### src/rtl/crpt_pkg.sv
`default_nettype none

package crpt_pkg;

  localparam int PT_W   = 16;
  localparam int REG_W  = 3 * PT_W;
  localparam int T_W    = 17;
  localparam int POS_W  = 18;
  localparam int DIR_W  = 20;
  localparam int IDX_W  = 2;
  localparam int A_W    = 18;
  localparam int BC_W   = 21;
  localparam int DEPTH  = 8;

  localparam logic [IDX_W-1:0] REG_POINT_0 = 2'd0;
  localparam logic [IDX_W-1:0] REG_POINT_1 = 2'd1;
  localparam logic [IDX_W-1:0] REG_POINT_2 = 2'd2;
  localparam logic [IDX_W-1:0] REG_POINT_3 = 2'd3;

  typedef logic signed [PT_W-1:0] coord_t;

endpackage

`default_nettype wire

### src/rtl/crpt_coef.sv
`default_nettype none

module crpt_coef
  import crpt_pkg::*;
(
  input  wire logic             clk,
  input  wire coord_t           p0,
  input  wire coord_t           p1,
  input  wire coord_t           p2,
  input  wire coord_t           p3,
  output logic signed [A_W-1:0]  a,
  output logic signed [BC_W-1:0] b,
  output logic signed [BC_W-1:0] c
);

  logic signed [BC_W-1:0] e0, e1, e2, e3;
  logic signed [A_W-1:0]  f0, f2;

  assign e0 = BC_W'(p0);
  assign e1 = BC_W'(p1);
  assign e2 = BC_W'(p2);
  assign e3 = BC_W'(p3);
  assign f0 = A_W'(p0);
  assign f2 = A_W'(p2);

  // a = p2 - p0, b = 2p0 - 5p1 + 4p2 - p3, c = -p0 + 3p1 - 3p2 + p3
  always_ff @(posedge clk) begin
    a <= f2 - f0;
    b <= (e0 <<< 1) - (e1 <<< 2) - e1 + (e2 <<< 2) - e3;
    c <= e3 - e0 + (e1 <<< 1) + e1 - (e2 <<< 1) - e2;
  end

endmodule

`default_nettype wire

### config.mk
export PLATFORM = sky130hd
export DESIGN_NAME = crpt_coef
export DESIGN_NICKNAME = d
export VERILOG_FILES = /design/src/rtl/crpt_pkg.sv /design/src/rtl/crpt_coef.sv
export SDC_FILE = /design/constraint.sdc
export NUM_CORES = 1
export LEC_CHECK = 0
export BUFFER_PORTS_ARGS = -buffer_cell sky130_fd_sc_hd__buf_2
export CAP_MARGIN = 20
export CORE_MARGIN = 2
export CORE_UTILIZATION = 35
export CTS_CLUSTER_SIZE = 25
export DETAILED_ROUTE_END_ITERATION = 8
export SLEW_MARGIN = 30
export SYNTH_ARGS = -nofsm -noshare
export SYNTH_HDL_FRONTEND = slang
export SYNTH_SLANG_ARGS = --single-unit
### constraint.sdc
create_clock -name clk -period 7 [get_ports clk]
set_clock_uncertainty 0.15 [all_clocks]
set_input_delay 1.4 -clock clk [delete_from_list [all_inputs] [get_ports clk]]
set_output_delay 1.4 -clock clk [all_outputs]
set_load 0.01 [all_outputs]
**After elaboration in Yosys (flattened, before gate mapping)**

Index checks and enable logic that the tools add are counted.

- Bits in registers: 59
- Input bits: 65
- Word-level logic and storage cells: 13

- Add/sub/neg operators: 10

Operators with widths:

| kind | count |
|---|---|
| $sub A16 B16 Y17 | 2 |
| $add A20 B18 Y21 | 1 |
| $sub A20 B16 Y21 | 1 |
| $sub A21 B16 Y21 | 1 |
| $sub A19 B16 Y20 | 1 |
| $sub A19 B17 Y20 | 1 |
| $add A18 B16 Y19 | 1 |
| $sub A17 B18 Y19 | 1 |
| $add A17 B17 Y18 | 1 |

**Depth between registers and ports, before layout**

- Word-level depth: 5
- Gate-level depth with buffers: 15
- Mapped depth without buffers: 15

**Worst setup path before layout**

Ideal clock, no wire load.

- Path type: input port to flip-flop
- Start: input port p2[1]
- End: register c[19]
- Setup time: 0.122 ns
- Arrival time: 4.823 ns
- Required time: 6.728 ns
- Slack: 1.905 ns
- Stages on the path: 12
- Cell sequence: inv_1 -> fa_1 -> fa_1 -> inv_1 -> fa_1 -> inv_1 -> fa_1 -> a211oi_2 -> nor2_1 -> o31ai_1 -> a31oi_2 -> a311o_1

- Word-level cells in the longest chain between the ends: 2

RTL lines:

| element | RTL line | RTL |
|---|---|---|
| start: declaration | crpt_coef.sv:9 | `input wire coord_t p2,` |
| $sub A19 B17 Y20 | crpt_coef.sv:30 | `c <= e3 - e0 + (e1 <<< 1) + e1 - (e2 <<< 1) - e2;` |
| $sub A20 B16 Y21 (*) | crpt_coef.sv:30 |  |
| end signal: assignment | crpt_coef.sv:30 |  |
| end: declaration | crpt_coef.sv:13 | `output logic signed [BC_W-1:0] c` |

Every way passes the cells marked *; elsewhere a longest branch is shown, timed or not.

**Final worst setup path**

Ends and elaborated chain as after synthesis.

==> flow_metrics.py <==
metrics = {
    "sta": {
        "hold_viol_final": 0,
        "min_period_over_period_pct": 76.13,
        "grt_setup_unrepaired": "no",
        "clock.fmax_mhz": 187.6,
        "tightest_slew_ns": 0.6023,
        "max-slew-margin-rel_pct": 59.50,
        "slew_violations": 0,
        "fin_crit_ns": 5.329,
        "finalSetupViolations": 0,
        "finalSetupTns_ns": 0,
        "holdWs_ns": 1.219,
    },
    "synth": {
        "synth_area_sq_um": 7124,
        "avgSynthCellArea_sq_um": 9.240,
        "ys_seq_area_share_pct": 16.58,
        "async_reset_ff_share_pct": 0,
        "synth_cells": 771,
        "synth-edff-count": 0,
        "ys_ff_latch": 59,
        "syn_nets": 1015,
        "synthDistinctLibCells": 65,
        "yosysWarningCount": 0,
        "synth_ff_type": "dfxtp_1",
    },
    "hold_path": {
        "hp-class": "in2reg",
        "hold_path_end": "b[1]$_DFF_P_",
        "min_from": "p0[0]",
        "hold_depth": 2,
    },
    "placement": {
        "dp_cells": 1156,
        "port_buffers": 124,
        "dp_hpwl_um": 13880,
        "gp_congestion": 0.8926,
    },
    "clocking": {
        "cts_resized": 0,
        "clk_path_buf_depth": 2,
        "cts-htree-levels": 3,
        "clk_pin_slew_ns": 0.06,
        "post_cts_buffers": 0,
        "cts.sinks": 59,
        "cts_buffers": 9,
        "cts_tree": "built",
        "cts_hold_buffers": 0,
        "cts-root-buf": "clkbuf_16",
    },
    "drt": {
        "via_count": 5549,
        "first_pass_iters": 5,
        "drc": 0,
        "wl_per_cell_um": 13.86,
        "ant_nets": 0,
        "first_iter_violations": 248,
        "routed_wl_um": 16290,
        "routed_via_density": 4.723,
    },
    "cells_and_area": {
        "drive_above_1_share_pct": 17.74,
        "area_growth_pct": 17.91,
        "post_layout_nonfiller_instances": 1175,
        "fin_nets": 1141,
        "multi_input_area_sq_um": 5122,
        "regArea_sq_um": 1181,
        "fill_cells": 2019,
    },
    "global_route": {
        "grtUsageTotal_pct": 16.02,
        "grt_pass1_vias": 5620,
        "globalRouteOverflowTotal": 0,
        "grt_antenna_before_repair": 2,
        "grt_pass1_wl_um": 27080,
        "grt_max_degree": 12,
    },
    "die": {
        "dieArea_sq_um": 21510,
        "initial_core_util_pct": 35.44,
        "rows": 52,
        "dieHeight_um": 146.7,
        "ioPinCount": 125,
        "die_w_um": 146.7,
        "core_sq_um": 20100,
    },
    "power": {
        "irDropWorstVdd_mv": 0.1932,
        "powerDensity_nw_per_um2": 375.1,
        "power_leakage_nw": 4.362,
    },
    "worst_setup_path": {
        "cpPeakStageDelay_ns": 0.55,
        "cp.required_ns": 7.09,
        "cp_common_cell": "fa_1",
        "worst_setup_path_start_kind": "input port",
        "cp-end-kind": "flop",
        "crit_type": "in2reg",
        "cp_slowest_cell": "fa_1",
        "worstPathCellList": "buf_2 > inv_1 > fa_1 > fa_1 > inv_1 > fa_1 > inv_1 > fa_1 > a211oi_2 > nor2_1 > o31ai_1 > a31oi_2 > a311o_1",
        "worst-path-max-fanout": 5,
        "arrival_ns": 5.42,
    },
    "run": {
        "cap_viol_max_count": 0,
    },
    "status": {
        "outcome": "complete, no violations",
    },
}
[metrics by stage]
| step | worst slack [ns] | instance area [sq um] | power [W] | util [%] |
|---|---|---|---|---|
| after floorplan | 1.905 | 7124 | 0.002116 | - |
| after global placement | 1.329 | 8043 | 0.002618 | 40.01 |
| after detailed placement | 1.293 | 8043 | 0.002639 | 40.01 |
| after CTS | 1.636 | 8393 | 0.003202 | 41.75 |
| after global routing | 1.375 | 8393 | 0.003507 | 41.75 |
| final | 1.671 | 8401 | 0.003151 | 41.78 |
[worst max-delay path by stage]
| stage | endpoint | depth (start not counted) | slack [ns] | startpoint |
|---|---|---|---|---|
| 2_1_floorplan | c[19]$_DFF_P_ | 12 | 1.90 | p2[1] |
| 3_3_place_gp | c[19]$_DFF_P_ | 13 | 1.33 | p2[1] |
| 3_5_place_dp | c[19]$_DFF_P_ | 13 | 1.29 | p2[1] |
| 4_1_cts | c[19]$_DFF_P_ | 13 | 1.64 | p2[1] |
| 5_1_grt | c[19]$_DFF_P_ | 13 | 1.37 | p2[1] |
| 6_report | c[19]$_DFF_P_ | 13 | 1.67 | p2[1] |
[area by class of cell]
type,count,area share (%)
Clock buffer,10,2.845
Tap cell,270,4.021
Inverter,208,9.294
Clock inverter,6,1.326
Sequential cell,59,14.06
Multi-Input combinational cell,495,60.98
Antenna cell,3,0.08937
Timing Repair Buffer,124,7.388
[layout by cell type (no fill, tap or decap), types with 4 or more instances in the layout]
cell type  netlist  layout
a211oi_1         8       8
a21boi_0         5       5
a21o_1          16      16
a21oi_1         38      38
a221oi_1         4       4
and3_1           5       5
buf_2            2     124
clkbuf_16        0       9
dfxtp_1         59      59
fa_1           116     116
ha_1            63      63
inv_1          208     208
nand2_1         24      24
nand2b_1         7       7
nand3_1          9       9
nand4_1          7       7
nor2_1          37      37
nor2b_1          8       8
nor3_1          15      15
o21a_1           6       6
o21ai_0         22      22
o21ai_1          5       5
o21bai_1         4       4
o31ai_1          4       4
or2_2            4       4
or3_1            4       4
xnor2_1         17      17
xor2_1          14      14
[synthesized netlist by cell type, drive strengths merged, types with 6 or more instances]
| cell type | n | share of area [%] |
|---|---|---|
| xnor2 | 17 | 2.1 |
| nand3 | 9 | 0.63 |
| a21o | 16 | 1.7 |
| dfxtp | 59 | 17 |
| a21oi | 41 | 3.0 |
| a211oi | 9 | 1.0 |
| nor2b | 9 | 0.90 |
| xor2 | 14 | 1.7 |
| ha | 63 | 11 |
| nor3 | 15 | 1.1 |
| inv | 208 | 11 |
| nor2 | 38 | 2.0 |
| clkbuf | 6 | 0.32 |
| o21a | 6 | 0.63 |
| nand2 | 24 | 1.3 |
| nand2b | 7 | 0.61 |
| fa | 116 | 33 |
| nand4 | 7 | 0.61 |
| o21ai | 27 | 1.9 |
[layer usage]
metal / global-route usage (%) / vias to the layer above / wire (um)
li1: - / 2719 / -
met1: 21.64 / 2679 / 7423
met2: 26.36 / 139 / 7757
met3: 3.250 / 12 / 915
met4: 4.078 / 0 / 193
met5: 0 / - / 0
[power by group]
| part | internal [W] | switching [W] |
|---|---|---|
| Sequential | 0.000503 | 0.0000344 |
| Clock | 0.000358 | 0.000175 |
| Combinational | 0.000904 | 0.00118 |
[critical path: cells and delay by family]
family,cells,cell delay [ns]
AO/OA/AOI/OAI,4,1.39
adder cells (fa/ha/maj),4,2.07
buffers and inverters,4,0.45
AND/OR/NAND/NOR,1,0.12
[sequential cells by signal, indices dropped and copies added, names as in the netlist]
signal and flops:
a 17, b 21, c 21
[cells by family (layout without fill, tap and decap cells)]
| group | Yosys count | in the layout | share of synthesized area [%] |
|---|---|---|---|
| other | 0 | 3 | 0 |
| and+or+nand+nor | 137 | 137 | 9.888 |
| AOI/OAI and AO/OA | 146 | 146 | 14.26 |
| xor gates and xnor gates | 31 | 31 | 3.811 |
| adders and majority gates | 179 | 179 | 43.66 |
| muxes | 2 | 2 | 0.2810 |
| DFF | 59 | 59 | 16.58 |
| buffers and inverters | 217 | 348 | 11.52 |
Note: power is estimated with default switching activity, not from simulation.
